## src/hdl/lftag_pkg.sv

```systemverilog
// ---------------------------------------------------------------------------
// lftag_pkg
// Widths, character codes, tag codes and inter-module types of the line
// field tagger.
// ---------------------------------------------------------------------------
`default_nettype none

package lftag_pkg;

   localparam int unsigned BYTE_W  = 8;
   localparam int unsigned PARAM_W = 4;
   localparam int unsigned TAG_W   = 3;

   // Characters of interest
   localparam logic [BYTE_W-1:0] CHAR_COLON = 8'h3A;
   localparam logic [BYTE_W-1:0] CHAR_SPACE = 8'h20;
   localparam logic [BYTE_W-1:0] CHAR_CR    = 8'h0D;
   localparam logic [BYTE_W-1:0] CHAR_LF    = 8'h0A;

   // Reset value of the parameter limit register
   localparam logic [PARAM_W-1:0] PARAM_LIMIT = 4'd15;

   // Result tags
   localparam logic [TAG_W-1:0] TAG_IGNORED = 3'd0;
   localparam logic [TAG_W-1:0] TAG_PREFIX  = 3'd1;
   localparam logic [TAG_W-1:0] TAG_ORIGIN  = 3'd2;
   localparam logic [TAG_W-1:0] TAG_CMD     = 3'd3;
   localparam logic [TAG_W-1:0] TAG_PARAM   = 3'd4;
   localparam logic [TAG_W-1:0] TAG_BCOLON  = 3'd5;
   localparam logic [TAG_W-1:0] TAG_BODY    = 3'd6;
   localparam logic [TAG_W-1:0] TAG_END     = 3'd7;

   // Class of one request as seen by the back end
   typedef enum logic [1:0] {
      CLS_OTHER,
      CLS_COLON,
      CLS_SPACE,
      CLS_END
   } char_class_type;

   // Front end to queue
   typedef struct packed {
      logic           push;
      char_class_type cls;
   } q_push_type;

   // Queue to front and back end
   typedef struct packed {
      logic           full;
      logic           empty;
      char_class_type head;
   } q_status_type;

endpackage

`default_nettype wire

```

## src/hdl/lftag_ifs.sv

```systemverilog
// ---------------------------------------------------------------------------
// lftag_ifs
// Valid/ready channel interfaces for the request and result streams.
// ---------------------------------------------------------------------------
`default_nettype none

interface lftag_req_if;
   import lftag_pkg::*;

   logic              valid;
   logic              ready;
   logic [BYTE_W-1:0] data_byte;
   logic              flush;

   modport source (output valid, output data_byte, output flush, input ready);
   modport sink   (input valid, input data_byte, input flush, output ready);
endinterface

interface lftag_rsp_if;
   import lftag_pkg::*;

   logic               valid;
   logic               ready;
   logic [TAG_W-1:0]   tag;
   logic [PARAM_W-1:0] param_index;
   logic               token_start;
   logic               line_valid;
   logic [PARAM_W-1:0] param_count;
   logic               has_origin;
   logic               has_body;

   modport source (output valid, output tag, output param_index, output token_start,
                   output line_valid, output param_count, output has_origin,
                   output has_body, input ready);
   modport sink   (input valid, input tag, input param_index, input token_start,
                   input line_valid, input param_count, input has_origin,
                   input has_body, output ready);
endinterface

`default_nettype wire

```

## src/hdl/lftag_front.sv

```systemverilog
// ---------------------------------------------------------------------------
// lftag_front
// Accepts requests and reduces each one to its character class before it
// enters the queue.
// ---------------------------------------------------------------------------
`default_nettype none

module lftag_front (
   lftag_req_if.sink          req_if,
   input  lftag_pkg::q_status_type q_status,
   output lftag_pkg::q_push_type   q_push
);
   import lftag_pkg::*;

   char_class_type cls;

   // Classify: flush and CR/LF close a line
   always_comb begin
      if (req_if.flush || req_if.data_byte == CHAR_CR || req_if.data_byte == CHAR_LF) begin
         cls = CLS_END;
      end else if (req_if.data_byte == CHAR_COLON) begin
         cls = CLS_COLON;
      end else if (req_if.data_byte == CHAR_SPACE) begin
         cls = CLS_SPACE;
      end else begin
         cls = CLS_OTHER;
      end
   end

   // Take a request whenever the queue has room
   assign req_if.ready = !q_status.full;
   assign q_push.push  = req_if.valid && !q_status.full;
   assign q_push.cls   = cls;

endmodule

`default_nettype wire

```

## src/hdl/lftag_queue.sv

```systemverilog
// ---------------------------------------------------------------------------
// lftag_queue
// Small circular queue of classified requests between front and back end.
// ---------------------------------------------------------------------------
`default_nettype none

module lftag_queue #(
   parameter int unsigned DEPTH = 4
) (
   input  wire                      clock,
   input  wire                      reset,
   input  lftag_pkg::q_push_type    q_push,
   input  wire                      pop,
   output lftag_pkg::q_status_type  q_status
);
   import lftag_pkg::*;

   localparam int unsigned PTR_W = (DEPTH > 1) ? $clog2(DEPTH) : 1;
   localparam int unsigned CNT_W = $clog2(DEPTH + 1);

   char_class_type   entry_ff [DEPTH];
   logic [PTR_W-1:0] wr_ptr_ff, wr_ptr_in;
   logic [PTR_W-1:0] rd_ptr_ff, rd_ptr_in;
   logic [CNT_W-1:0] count_ff, count_in;
   logic             do_push, do_pop;

   assign q_status.full  = (count_ff == CNT_W'(DEPTH));
   assign q_status.empty = (count_ff == '0);
   assign q_status.head  = entry_ff[rd_ptr_ff];

   assign do_push = q_push.push && !q_status.full;
   assign do_pop  = pop && !q_status.empty;

   // Pointer and count update
   always_comb begin
      wr_ptr_in = wr_ptr_ff;
      rd_ptr_in = rd_ptr_ff;
      count_in  = count_ff;
      if (do_push) begin
         wr_ptr_in = (wr_ptr_ff == PTR_W'(DEPTH - 1)) ? '0 : wr_ptr_ff + 1'b1;
      end
      if (do_pop) begin
         rd_ptr_in = (rd_ptr_ff == PTR_W'(DEPTH - 1)) ? '0 : rd_ptr_ff + 1'b1;
      end
      if (do_push && !do_pop) begin
         count_in = count_ff + 1'b1;
      end else if (do_pop && !do_push) begin
         count_in = count_ff - 1'b1;
      end
   end

   always_ff @(posedge clock) begin
      if (reset) begin
         wr_ptr_ff <= '0;
         rd_ptr_ff <= '0;
         count_ff  <= '0;
      end else begin
         wr_ptr_ff <= wr_ptr_in;
         rd_ptr_ff <= rd_ptr_in;
         count_ff  <= count_in;
      end
   end

   // Storage, no reset needed
   always_ff @(posedge clock) begin
      if (do_push) begin
         entry_ff[wr_ptr_ff] <= q_push.cls;
      end
   end

endmodule

`default_nettype wire

```

## src/hdl/lftag_back.sv

```systemverilog
// ---------------------------------------------------------------------------
// lftag_back
// Line state machine: tags each queued request and keeps the per-line
// summary, with a registered result stage towards the result channel.
// ---------------------------------------------------------------------------
`default_nettype none

module lftag_back (
   input  wire                                 clock,
   input  wire                                 reset,
   input  wire                                 csr_wr_en,
   input  wire [lftag_pkg::PARAM_W-1:0]        csr_wr_data,
   input  lftag_pkg::q_status_type             q_status,
   output logic                                pop,
   lftag_rsp_if.source                         rsp_if
);
   import lftag_pkg::*;

   typedef enum logic [2:0] {
      PH_IDLE,
      PH_ORIGIN,
      PH_GAP,
      PH_CMD,
      PH_PARAM,
      PH_DROP,
      PH_BODY
   } phase_type;

   phase_type          phase_ff, phase_in;
   logic               command_seen_ff, command_seen_in;
   logic               origin_seen_ff, origin_seen_in;
   logic               body_seen_ff, body_seen_in;
   logic [PARAM_W-1:0] params_kept_ff, params_kept_in;
   logic [PARAM_W-1:0] max_params_ff;

   logic               rsp_valid_ff, rsp_valid_in;
   logic [TAG_W-1:0]   tag_ff, tag_in;
   logic [PARAM_W-1:0] param_index_ff, param_index_in;
   logic               token_start_ff, token_start_in;
   logic               line_valid_ff, line_valid_in;
   logic [PARAM_W-1:0] param_count_ff, param_count_in;
   logic               has_origin_ff, has_origin_in;
   logic               has_body_ff, has_body_in;

   // Step when there is a request and the result stage is free or draining
   assign pop = !q_status.empty && (!rsp_valid_ff || rsp_if.ready);

   // Next line state and result
   always_comb begin
      phase_in        = phase_ff;
      command_seen_in = command_seen_ff;
      origin_seen_in  = origin_seen_ff;
      body_seen_in    = body_seen_ff;
      params_kept_in  = params_kept_ff;
      tag_in          = TAG_IGNORED;
      param_index_in  = '0;
      token_start_in  = 1'b0;
      line_valid_in   = 1'b0;
      param_count_in  = '0;
      has_origin_in   = 1'b0;
      has_body_in     = 1'b0;
      rsp_valid_in    = rsp_valid_ff && !rsp_if.ready;
      if (pop) begin
         rsp_valid_in = 1'b1;
         if (q_status.head == CLS_END) begin
            // Close an open line; otherwise the result is tagged ignored
            if (phase_ff != PH_IDLE) begin
               tag_in          = TAG_END;
               line_valid_in   = command_seen_ff;
               param_count_in  = params_kept_ff;
               has_origin_in   = origin_seen_ff;
               has_body_in     = body_seen_ff;
               phase_in        = PH_IDLE;
               command_seen_in = 1'b0;
               origin_seen_in  = 1'b0;
               body_seen_in    = 1'b0;
               params_kept_in  = '0;
            end
         end else if (phase_ff == PH_BODY) begin
            tag_in = TAG_BODY;
         end else if (q_status.head == CLS_COLON) begin
            // Colon at line start opens the origin, elsewhere the body
            if (phase_ff == PH_IDLE) begin
               tag_in   = TAG_PREFIX;
               phase_in = PH_ORIGIN;
            end else begin
               tag_in       = TAG_BCOLON;
               body_seen_in = 1'b1;
               phase_in     = PH_BODY;
            end
         end else if (q_status.head == CLS_SPACE) begin
            phase_in = PH_GAP;
         end else begin
            unique case (phase_ff)
               PH_ORIGIN: begin
                  tag_in         = TAG_ORIGIN;
                  token_start_in = !origin_seen_ff;
                  origin_seen_in = 1'b1;
               end
               PH_CMD: begin
                  tag_in = TAG_CMD;
               end
               PH_PARAM: begin
                  tag_in         = TAG_PARAM;
                  param_index_in = params_kept_ff - 1'b1;
               end
               PH_DROP: begin
                  tag_in = TAG_IGNORED;
               end
               default: begin
                  // New token after line start or a gap
                  if (!command_seen_ff) begin
                     command_seen_in = 1'b1;
                     phase_in        = PH_CMD;
                     tag_in          = TAG_CMD;
                     token_start_in  = 1'b1;
                  end else if (params_kept_ff < max_params_ff) begin
                     phase_in       = PH_PARAM;
                     tag_in         = TAG_PARAM;
                     param_index_in = params_kept_ff;
                     params_kept_in = params_kept_ff + 1'b1;
                     token_start_in = 1'b1;
                  end else begin
                     phase_in = PH_DROP;
                  end
               end
            endcase
         end
      end
   end

   // State and registered result
   always_ff @(posedge clock) begin
      if (reset) begin
         phase_ff        <= PH_IDLE;
         command_seen_ff <= 1'b0;
         origin_seen_ff  <= 1'b0;
         body_seen_ff    <= 1'b0;
         params_kept_ff  <= '0;
         max_params_ff   <= PARAM_LIMIT;
         rsp_valid_ff    <= 1'b0;
      end else begin
         phase_ff        <= phase_in;
         command_seen_ff <= command_seen_in;
         origin_seen_ff  <= origin_seen_in;
         body_seen_ff    <= body_seen_in;
         params_kept_ff  <= params_kept_in;
         rsp_valid_ff    <= rsp_valid_in;
         if (csr_wr_en) begin
            max_params_ff <= csr_wr_data;
         end
      end
      if (pop) begin
         tag_ff         <= tag_in;
         param_index_ff <= param_index_in;
         token_start_ff <= token_start_in;
         line_valid_ff  <= line_valid_in;
         param_count_ff <= param_count_in;
         has_origin_ff  <= has_origin_in;
         has_body_ff    <= has_body_in;
      end
   end

   assign rsp_if.valid       = rsp_valid_ff;
   assign rsp_if.tag         = tag_ff;
   assign rsp_if.param_index = param_index_ff;
   assign rsp_if.token_start = token_start_ff;
   assign rsp_if.line_valid  = line_valid_ff;
   assign rsp_if.param_count = param_count_ff;
   assign rsp_if.has_origin  = has_origin_ff;
   assign rsp_if.has_body    = has_body_ff;

endmodule

`default_nettype wire

```

## src/hdl/irc_line_field_tagger_core.sv

```systemverilog
// ---------------------------------------------------------------------------
// irc_line_field_tagger_core
// Byte-stream line tagger: classifies each byte of a text line and reports
// a summary at the end of every non-empty line.
// ---------------------------------------------------------------------------
// One request (a byte or a flush) goes in per clock and exactly one result
// comes out for it, in order. A request is taken in every cycle while the
// queue between the classifier and the line state machine has room; the
// state machine steps once per cycle while the result stage is free or
// draining, so the sustained rate is one request per clock. Each result
// passes through the queue and then the registered result stage.
// The queue (QUEUE_DEPTH entries) absorbs result-side stalls. csr_wr_data
// sets the most parameters kept per line (reset 15); write it only while
// no requests are in flight.
`default_nettype none

module irc_line_field_tagger_core #(
   parameter int unsigned QUEUE_DEPTH = 4
) (
   input  wire                          clock,
   input  wire                          reset,
   lftag_req_if.sink                    req_if,
   lftag_rsp_if.source                  rsp_if,
   input  wire                          csr_wr_en,
   input  wire [lftag_pkg::PARAM_W-1:0] csr_wr_data
);
   import lftag_pkg::*;

   q_push_type   q_push;
   q_status_type q_status;
   logic         pop;

   // Classifier
   lftag_front u_front (
      .req_if   (req_if),
      .q_status (q_status),
      .q_push   (q_push)
   );

   // Decoupling queue
   lftag_queue #(
      .DEPTH (QUEUE_DEPTH)
   ) u_queue (
      .clock    (clock),
      .reset    (reset),
      .q_push   (q_push),
      .pop      (pop),
      .q_status (q_status)
   );

   // Line state machine and result stage
   lftag_back u_back (
      .clock       (clock),
      .reset       (reset),
      .csr_wr_en   (csr_wr_en),
      .csr_wr_data (csr_wr_data),
      .q_status    (q_status),
      .pop         (pop),
      .rsp_if      (rsp_if)
   );

endmodule

`default_nettype wire

```

## src/flat_wrapper.sv

```systemverilog
// flat-port wrapper written by rule: the top's interface ports become plain ports
module irc_line_field_tagger_core_flat import lftag_pkg::*;
#(
   parameter int unsigned QUEUE_DEPTH = 4
)
  (clock, reset, csr_wr_en, csr_wr_data, req_if_valid, req_if_data_byte, req_if_flush, req_if_ready, rsp_if_valid, rsp_if_tag, rsp_if_param_index, rsp_if_token_start, rsp_if_line_valid, rsp_if_param_count, rsp_if_has_origin, rsp_if_has_body, rsp_if_ready);
  lftag_req_if req_if_i ();
  lftag_rsp_if rsp_if_i ();
  input  wire clock;
  input  wire reset;
  input  wire csr_wr_en;
  input  wire [lftag_pkg::PARAM_W-1:0] csr_wr_data;
  input wire logic [$bits(req_if_i.valid)-1:0] req_if_valid;
  input wire logic [$bits(req_if_i.data_byte)-1:0] req_if_data_byte;
  input wire logic [$bits(req_if_i.flush)-1:0] req_if_flush;
  output wire logic [$bits(req_if_i.ready)-1:0] req_if_ready;
  output wire logic [$bits(rsp_if_i.valid)-1:0] rsp_if_valid;
  output wire logic [$bits(rsp_if_i.tag)-1:0] rsp_if_tag;
  output wire logic [$bits(rsp_if_i.param_index)-1:0] rsp_if_param_index;
  output wire logic [$bits(rsp_if_i.token_start)-1:0] rsp_if_token_start;
  output wire logic [$bits(rsp_if_i.line_valid)-1:0] rsp_if_line_valid;
  output wire logic [$bits(rsp_if_i.param_count)-1:0] rsp_if_param_count;
  output wire logic [$bits(rsp_if_i.has_origin)-1:0] rsp_if_has_origin;
  output wire logic [$bits(rsp_if_i.has_body)-1:0] rsp_if_has_body;
  input wire logic [$bits(rsp_if_i.ready)-1:0] rsp_if_ready;
  assign req_if_i.valid = req_if_valid;
  assign req_if_i.data_byte = req_if_data_byte;
  assign req_if_i.flush = req_if_flush;
  assign req_if_ready = req_if_i.ready;
  assign rsp_if_valid = rsp_if_i.valid;
  assign rsp_if_tag = rsp_if_i.tag;
  assign rsp_if_param_index = rsp_if_i.param_index;
  assign rsp_if_token_start = rsp_if_i.token_start;
  assign rsp_if_line_valid = rsp_if_i.line_valid;
  assign rsp_if_param_count = rsp_if_i.param_count;
  assign rsp_if_has_origin = rsp_if_i.has_origin;
  assign rsp_if_has_body = rsp_if_i.has_body;
  assign rsp_if_i.ready = rsp_if_ready;
  irc_line_field_tagger_core #(.QUEUE_DEPTH(QUEUE_DEPTH)) u_core (.clock(clock), .reset(reset), .req_if(req_if_i), .rsp_if(rsp_if_i), .csr_wr_en(csr_wr_en), .csr_wr_data(csr_wr_data));
endmodule
```

## config.mk

```make
export PLATFORM = sky130hd
export DESIGN_NAME = irc_line_field_tagger_core_flat
export DESIGN_NICKNAME = d
export VERILOG_FILES = /design/src/hdl/lftag_pkg.sv /design/src/hdl/lftag_ifs.sv /design/src/hdl/lftag_front.sv /design/src/hdl/lftag_queue.sv /design/src/hdl/lftag_back.sv /design/src/hdl/irc_line_field_tagger_core.sv /design/src/flat_wrapper.sv
export SDC_FILE = /design/constraint.sdc
export NUM_CORES = 1
export LEC_CHECK = 0
export BUFFER_PORTS_ARGS = -buffer_cell sky130_fd_sc_hd__buf_2
export CAP_MARGIN = 5
export CORE_AREA = 3 3 72 74
export CTS_CLUSTER_SIZE = 14
export DETAILED_ROUTE_END_ITERATION = 7
export DIE_AREA = 0 0 75 77
export PLACE_DENSITY = 0.75
export SYNTH_ARGS = -nofsm -noshare
export SYNTH_HDL_FRONTEND = slang
export SYNTH_SLANG_ARGS = --single-unit
```

## constraint.sdc

```tcl
create_clock -name clock -period 2.7 [get_ports clock]
set_input_delay 0.405 -clock clock [delete_from_list [all_inputs] [get_ports clock]]
set_output_delay 0.405 -clock clock [all_outputs]
set_load 0.02 [all_outputs]
```

==> results list, run 1 <==
- For the final database, setup skew stands at 4.55 ps.
- Fraction of power consumed by combinational cells: about 47%
- Setup slack of the critical path after layout: 286 ps
- By area the synthesized netlist is led by sky130_fd_sc_hd__edfxtp_1 (28%), sky130_fd_sc_hd__dfxtp_1 (19%), sky130_fd_sc_hd__ha_1 (7.0%).
* Total of buffers placed on input and output ports: 34
- The clock network burns about 14% of the power.
- The flow ran to the end, and the final reports show no timing, DRC or antenna violations.
- Hold Buf Count CTS: 0
* ANT nets after route: 0
* Filler-free cell count of the finished design: 341
- Net switching component of the power: around 1.2 mW
- Cell internal power was estimated by the tool at 1.71 mW.
- After clock tree synthesis, the clock-pin slew on the worst setup and hold paths is 80 ps.
- Xor/xnor share of the synthesized area: 0.700%
- The path class of the tightest hold or removal check is primary input to flip-flop.
* Initial Utilization: 53.7%
* Synthesized flop and latch total: 47
- Total number of placement rows: 25
* Max-cap violations: 0
* Time the worst path needs with I/O delays and setup: between 2000 and 2500 ps
- Fraction of the mapped netlist area in simple logic gates: about a fifth
- The floorplan step set the die width to 75 um.
- For this block, the routed nets add up to 4560 um of wire.
* Maximum number of pins on one net before global-route repair: 21
- For this run the aggregate overflow at the end of global routing stands at 0.
* Commonest non-fill, non-tap cell in the layout: sky130_fd_sc_hd__buf_2
- Post-route total power: 2.89 mW
- In this run the static leakage power is 1.18 nW.
* Antenna violations before repair: 0
* GR Util All Layers: between 10% and 20%
- Wire per inst: 13.4 um
- After synthesis, the mean cell area works out to 9.85 um2.
* Fmax: 414 MHz
- STA classifies the critical path endpoint as a flip-flop.
- Critical path startpoint category: flip-flop
* Fraction of the mapped netlist area in adder cells: 7.80%
* Die height: 77 um
- The die covers approximately 0.0058 mm2.
- Using the TritonRoute via totals, the vias-per-cell ratio works out to 5.62.
- FF/Latch Area: approximately 0.0012 mm2
- Netlist area before placement: 0.00250 mm2
* Via count: 1915
- Count of unresolved DRC violations after routing: 0
* Setup TNS: 0 ps
- Max Buffers Root-to-Sink: 2
* Number of optimization iterations in the first detailed-route pass: 4
- During synthesis, Yosys emitted a total of 0 warnings.
- TritonCTS built the clock tree.
* Max-slew headroom: 58.9%
- Buffer count from post-CTS setup fixing: 0
- Setup violations remaining at the end of the flow were counted as 0.
- # IOs: 35
- On the final layout, the worst hold slack is 323 ps.
- After floorplanning, the core was sized to cover 0.00466 mm2.
- STA puts the critical path data required time at 2930 ps.
* Final #Nets: around 320
- Of all nets on the critical path, the largest fanout is 5.
* Multi-input combinational cell area: approximately 0.0012 mm2
- Cells after Synth: around 250
- Routability-driven placement finished with a final weighted congestion of 0.866.
* Post-synthesis cell type count: 45
* Via count of the first global-routing pass: between 1.5k and 2k
- Post-cts repair resize count: 0
- Starting DRC count in detailed routing: 176
- The critical path in this run is classified as flip-flop to flip-flop.
- Combinational family with the most area after synthesis: simple AND/OR/NAND/NOR gates
- Share of the yosys chip area belonging to registers: 46.8%
* Yosys top cell area share: 27.6%
- Summing the areas of all compound-gate instances in the mapped netlist gives 15.7% of the synthesized area.
- Fill cell instance count of the final layout: ~400
* Final hold vios: 0
- Post-Place Worst Slack: 317 ps
- Cell total after placement: 333
* Net Count, Synth: 287
- Maximum level of the CTS H-tree: 2
- For this design the ratio of total power to cell area is 1040 mW/mm2.
* Worst Tran Pin Value: ~610 ps
* Commonest cells after routing, fill and taps aside: sky130_fd_sc_hd__buf_2 (34), sky130_fd_sc_hd__nor2_1 (24), sky130_fd_sc_hd__dfxtp_1 (24)
* Arrival time at the worst endpoint: around 2600 ps
- Cells with a size suffix above 1 make up 18.5% of the layout.
- The worst path uses roughly nine tenths of the clock period.
- The number of antenna diodes in the final layout is 0.
- The number of clock buffers added by TritonCTS is 5.
- The later pin in the worst-skew pair is clocked with a latency of between 200 and 300 ps.
- Share of cell area taken by muxes after synthesis: 5.40%
* Sw Share: 40.9%
* Cell taking the most area after synthesis: sky130_fd_sc_hd__edfxtp_1
- The HPWL after detailed placement is around 3400 um.
- Share of power burned in registers: 39.2%
* Final Slew Violations: 0
* First-pass GRT wire length: 8110 um
* Unrepaired setup endpoints after global routing: no
- The clock net in this run drives a total of 47 sinks.
- Area growth syn-to-layout: 11.3%
- Root buf cell: sky130_fd_sc_hd__clkbuf_8
* Peak supply drop: 0.000447 V
==> through the flow <==
| step | utilization, % | area [um2] |
|---|---|---|
| after global routing | 59.7 | 2780 |
| after CTS | 59.7 | 2780 |
| after detailed placement | 57.9 | 2700 |
| after global placement | 57.9 | 2700 |
| final | 59.7 | 2780 |
| after floorplan | - | 2500 |
==> cells in the mapped netlist <==
library cell,n
sky130_fd_sc_hd__fa_1,1
sky130_fd_sc_hd__and2_4,2
sky130_fd_sc_hd__nor2b_1,1
sky130_fd_sc_hd__nor3_1,6
sky130_fd_sc_hd__and3_1,8
sky130_fd_sc_hd__dfxtp_1,24
sky130_fd_sc_hd__o32a_1,1
sky130_fd_sc_hd__nor2_1,24
sky130_fd_sc_hd__nand3_1,3
sky130_fd_sc_hd__edfxtp_1,23
sky130_fd_sc_hd__o221a_2,2
sky130_fd_sc_hd__o211ai_1,4
sky130_fd_sc_hd__or3_4,1
sky130_fd_sc_hd__nand2b_1,8
sky130_fd_sc_hd__clkbuf_1,8
sky130_fd_sc_hd__and2_1,3
sky130_fd_sc_hd__o21a_1,3
sky130_fd_sc_hd__a31oi_1,4
sky130_fd_sc_hd__a22oi_1,1
sky130_fd_sc_hd__inv_1,16
sky130_fd_sc_hd__buf_6,2
sky130_fd_sc_hd__o31ai_1,1
sky130_fd_sc_hd__or4_1,2
sky130_fd_sc_hd__ha_1,14
sky130_fd_sc_hd__o311ai_0,1
sky130_fd_sc_hd__or3b_1,1
sky130_fd_sc_hd__a21o_1,2
sky130_fd_sc_hd__a2bb2oi_1,1
sky130_fd_sc_hd__nor4_1,6
sky130_fd_sc_hd__buf_2,2
sky130_fd_sc_hd__mux4_2,2
sky130_fd_sc_hd__o41ai_1,1
sky130_fd_sc_hd__or3b_2,1
sky130_fd_sc_hd__a21oi_1,20
sky130_fd_sc_hd__xor2_1,2
sky130_fd_sc_hd__a21boi_0,1
sky130_fd_sc_hd__mux2i_1,9
sky130_fd_sc_hd__nand3b_1,2
sky130_fd_sc_hd__nand2_1,20
sky130_fd_sc_hd__or3_1,3
sky130_fd_sc_hd__a311oi_1,1
sky130_fd_sc_hd__a31oi_4,1
sky130_fd_sc_hd__a211oi_1,2
sky130_fd_sc_hd__o21ai_0,12
sky130_fd_sc_hd__o22ai_1,2
==> area by class of cell <==
cell class / instances / share of cell area, %
Clock inverter: 2 / 0.449
Inverter: 16 / 2.16
Sequential cell: 47 / 42.1
Timing Repair Buffer: 37 / 6.92
Tap cell: 54 / 2.43
Multi-Input combinational cell: 179 / 43.4
Clock buffer: 6 / 2.61
==> worst paths after layout <==
check | from | end | slack [ps] | cells past startpoint
worst min register to register | u_core.u_queue.rd_ptr_ff[1]$_SDFFE_PP0P_ | u_core.u_queue.rd_ptr_ff[1]$_SDFFE_PP0P_ | 490 | 2
worst min-delay path | csr_wr_data[1] | u_core.u_back.max_params_ff[1]$_SDFFE_PP1P_ | 320 | 3
worst max register to register | flip-flop | u_core.u_back.phase_ff[1]$_SDFFE_PP0P_ | 290 | 7
worst max-delay path | flip-flop | u_core.u_back.phase_ff[1]$_SDFFE_PP0P_ | 290 | 7
==> sequential cells by signal, indices dropped and copies added, names as in the netlist, 2 cells and up, named ones only <==
name / cells
u_core.u_queue.entry_ff: 8
u_core.u_back.max_params_ff: 4
u_core.u_back.params_kept_ff: 4
u_core.u_back.rsp_if.param_count: 4
u_core.u_back.rsp_if.param_index: 4
u_core.u_back.phase_ff: 3
u_core.u_back.rsp_if.tag: 3
u_core.u_queue.count_ff: 3
u_core.u_queue.rd_ptr_ff: 2
u_core.u_queue.wr_ptr_ff: 2
==> worst max-delay path: stages, from the launching register on <==
cell                      delay [ps]
sky130_fd_sc_hd__dfxtp_1         380
sky130_fd_sc_hd__mux4_2          580
sky130_fd_sc_hd__ha_1            390
sky130_fd_sc_hd__a21oi_1         170
sky130_fd_sc_hd__a31oi_1          80
sky130_fd_sc_hd__o21a_1          250
sky130_fd_sc_hd__or3_1           340
sky130_fd_sc_hd__a21oi_1         150
==> cell families (layout without fill, tap and decap cells) <==
family	count (synthesis)	count (layout)
XOR/XNOR	2	2
AO/OA/AOI/OAI	60	60
flip-flops	47	47
AND/OR/NAND/NOR	91	91
buffers and inverters	28	61
adder cells (fa/ha/maj)	15	15
multiplexers	11	11
==> per-layer routing <==
| layer | global-route usage, % | vias up | wire length (um) |
|---|---|---|---|
| met3 | 4.19 | 11 | 210 |
| met2 | 27.0 | 56 | 2150 |
| li1 | - | 981 | - |
| met1 | 24.6 | 867 | 2110 |
| met5 | 0 | - | 0 |
| met4 | 5.87 | 0 | 93 |
==> power by group through the flow <==
stage / registers, mW / clock network [mW] / logic (mW)
6_report: 1.13 / 0.406 / 1.35
5_1_grt: 1.17 / 0.438 / 1.53
4_1_cts: 1.13 / 0.415 / 1.36
3_5_place_dp: 1.15 / 0 / 1.35
3_3_place_gp: 1.14 / 0 / 1.32
2_1_floorplan: 1.25 / 0 / 0.928
Note: power is estimated with default switching activity, not from simulation.
==> inputs of run 2 (changes only) <==
Settings changed: RECOVER_POWER from default to 25.
==> run 2 against run 1 <==
Net effect: die area is the same; clock skew is the same; power shrank 0.55%; critical path depth is the same; flip-flop and latch count is the same; clock power is essentially flat; via count grew 0.10%; sequential share of layout area grew 0.21 points; routed wire length grew 0.22%; register-to-register slack is essentially flat; sequential power is essentially flat; final cell count is the same; critical endpoint unchanged.
==> results list, run 2 (synthesized netlist as in run 1, its figures left out) <==
- Outcome: finished clean
- Die width: 75 um (unchanged)
- The number of inserted diodes came to 0 (unchanged).
- The wire length of the first global-routing pass came to 8110 um (unchanged).
* Power per cell area: 1040 mW/mm2 (about the same)
- Final setup viols: 0 (unchanged)
- Total number of placement rows: 25 (unchanged)
* Via count of the first global-routing pass: 1760 (unchanged)
- The starting density of the core is 53.7% (unchanged).
* Wire per inst: 13.4 um (+0.22%)
- Worst min-delay path endpoint: u_core.u_back.max_params_ff[1]$_SDFFE_PP1P_
- Worst Tran Pin Value: 755 ps (+146 ps)
- Max Buffers Root-to-Sink: 2 (unchanged)
- The number of nets in the finished design came to 319 (unchanged).
- The global placement routability congestion was 0.866 (unchanged).
- The total I/O pin count was 35 (unchanged).
- Setup repair after global routing left no endpoint under its margin.
- The TritonCTS buffer count was 5 (unchanged).
* Share of cells above drive strength 1: 14.6% (-3.8 points)
- Peak supply drop: 0.000446 V (-0.15%)
- The post-route clock skew is 4.55 ps (unchanged).
- Clock tree from TritonCTS: done
- Max-slew headroom: 49.7% (-9.2 points)
- In this run the worst hold path is classified as primary input to flip-flop.
* Post-cts repair resize count: 0 (unchanged)
* Number of optimization iterations in the first detailed-route pass: 4 (unchanged)
- Cell total after placement: 333 (unchanged)
- Maximum fanout along the worst path: 5 (unchanged)
- Maximum number of pins on one net before global-route repair: 21 (unchanged)
- ANT nets after route: 0 (unchanged)
- The initial antenna violation count was 0 (unchanged).
- Clock Sinks: 47 (unchanged)
- The endpoint identified for the worst register-to-register timing path is u_core.u_back.phase_ff[1]$_SDFFE_PP0P_.
- Vias per cell: 5.62 (+0.10%)
- Cell depth of the worst min-delay path: 3 (unchanged)
- Hold Buf Count CTS: 0 (unchanged)
- Fmax: 413 MHz (-0.27%)
- The global-route usage over all layers came to 17.8% (unchanged).
- STA classifies the critical path startpoint as a flip-flop.
- The number of cells on the worst reg-to-reg path is 7 (unchanged).
- Total of buffers placed on input and output ports: 34 (unchanged)
- The final period demand of the worst path was 2420 ps (+6.43 ps).
- The remaining global-route overflow is 0 (unchanged).
* Maximum level of the CTS H-tree: 2 (unchanged)
* Count of unresolved DRC violations after routing: 0 (unchanged)
* Type of the setup path with the least slack: flip-flop to flip-flop
* Die area: 0.00578 mm2 (unchanged)
- Fill cell instance count of the final layout: 405 (+0.75%)
* Commonest cells after routing, fill and taps aside: sky130_fd_sc_hd__nor2_1 (24), sky130_fd_sc_hd__dfxtp_1 (24), sky130_fd_sc_hd__buf_2 (23), sky130_fd_sc_hd__edfxtp_1 (23)
- The number of max-slew violations in the final report is 0 (unchanged).
- The number of non-filler instances in the completed layout is 341 (unchanged).
* Via count: 1917 (+0.10%)
- The share of the clock period used by the worst path after layout is 89.6% (+0.24 points).
- Setup TNS: 0 ps (unchanged)
- Worst min-delay path startpoint: csr_wr_data[1]
* Largest register FFs: 8 (unchanged)
- The final number of hold-violating endpoints was 0 (unchanged).
- The clock latency reported for the late side of the worst-skew pair is 290 ps (about the same).
- In this run the clock root is driven by a sky130_fd_sc_hd__clkbuf_8.
- Buffer count from post-CTS setup fixing: 0 (unchanged)
- FF/Latch Area: 0.00117 mm2 (unchanged)
* Starting DRC count in detailed routing: 177 (+0.57%)
* Die height: 77 um (unchanged)
* Final-layout worst hold slack: 322 ps (-0.0900 ps)
- The sum of net half-perimeters after detailed placement came to 3420 um (unchanged).
- The data arrival time of the critical path came to 2640 ps (about the same).
- Wire length reported by the detailed router: 4570 um (+0.22%)
- Relative to the synthesized area, the layout overhead comes to 10.8%.
* Multi-input combinational cell area: 0.00121 mm2 (unchanged)
- The worst-case register-to-register setup slack was 280 ps (about the same).
* Required time reported for the critical path endpoint: 2920 ps (about the same)
* Kind of capture point of the worst setup path: flip-flop
- The floorplan core area is 0.00466 mm2 (unchanged).
- Counting flops per register, the top entry is u_core.u_queue.entry_ff.
* Static leakage: 1.14 nW (-2.9%)
- The max capacitance violation total was 0 (unchanged).
- Register clock-pin slew on the reported worst setup and hold paths: 80 ps (about the same)
## run 2: cell count changes in the layout (fill, tap and decap cells not counted), sizes merged
cell,previous run,this run
buf,37,26
clkbuf,6,17
## run 2: through the flow
stage | utilization (%) | worst slack, ps | instance area [um2] | power (mW)
2_1_floorplan | - | 385 | 2500 | 2.18
3_3_place_gp | 57.9 | 391 | 2700 | 2.46
3_5_place_dp | 57.9 | 317 | 2700 | 2.50
4_1_cts | 59.7 | 293 | 2780 | 2.90
5_1_grt | 59.4 | 130 | 2770 | 3.12
6_report | 59.4 | 280 | 2770 | 2.87
## run 2: cell type report
cell class                      count  share of cell area, %
Timing Repair Buffer               37                   6.46
Tap cell                           54                   2.44
Sequential cell                    47                   42.3
Clock inverter                      2                  0.452
Multi-Input combinational cell    179                   43.6
Inverter                           16                   2.17
Clock buffer                        6                   2.62
## run 2: power by group
| group | internal [mW] | total [mW] | switching, mW | leakage, nW |
|---|---|---|---|---|
| combinational | 0.508 | 1.33 | 0.827 | 0.679 |
| sequential | 1.00 | 1.13 | 0.132 | 0.421 |
| clock | 0.181 | 0.406 | 0.225 | 0.0412 |
| total | 1.69 | 2.87 | 1.18 | 1.14 |
## run 2: per-layer routing
layer  vias up  track usage [%]  wire, um  share of wire (%)
met5         -                0         0                  0
met4         0             5.87        93                2.0
met3        11             4.19       218                4.8
met2        58             27.0      2160                 47
met1       866             24.6      2100                 46
li1        982                -         -                  -
## run 2: worst max path at each step
stage	startpoint	depth (start not counted)	slack (ps)	end
2_1_floorplan	u_core.u_queue.count_ff[0]$_SDFFE_PP0P_	9	380	u_core.u_queue.count_ff[2]$_SDFFE_PP0P_
6_report	flip-flop	7	280	u_core.u_back.phase_ff[1]$_SDFFE_PP0P_
4_1_cts	flip-flop	7	290	u_core.u_back.phase_ff[1]$_SDFFE_PP0P_
5_1_grt	flip-flop	7	130	u_core.u_back.phase_ff[1]$_SDFFE_PP0P_
3_5_place_dp	flip-flop	7	320	u_core.u_back.phase_ff[1]$_SDFFE_PP0P_
3_3_place_gp	flip-flop	7	390	u_core.u_back.phase_ff[1]$_SDFFE_PP0P_
## run 2: worst max-delay path, cell delays in order (launching register included)
cell and delay (ps):
sky130_fd_sc_hd__dfxtp_1 380, sky130_fd_sc_hd__mux4_2 580, sky130_fd_sc_hd__ha_1 390, sky130_fd_sc_hd__a21oi_1 170, sky130_fd_sc_hd__a31oi_1 80, sky130_fd_sc_hd__o21a_1 250, sky130_fd_sc_hd__or3_1 340, sky130_fd_sc_hd__a21oi_1 150
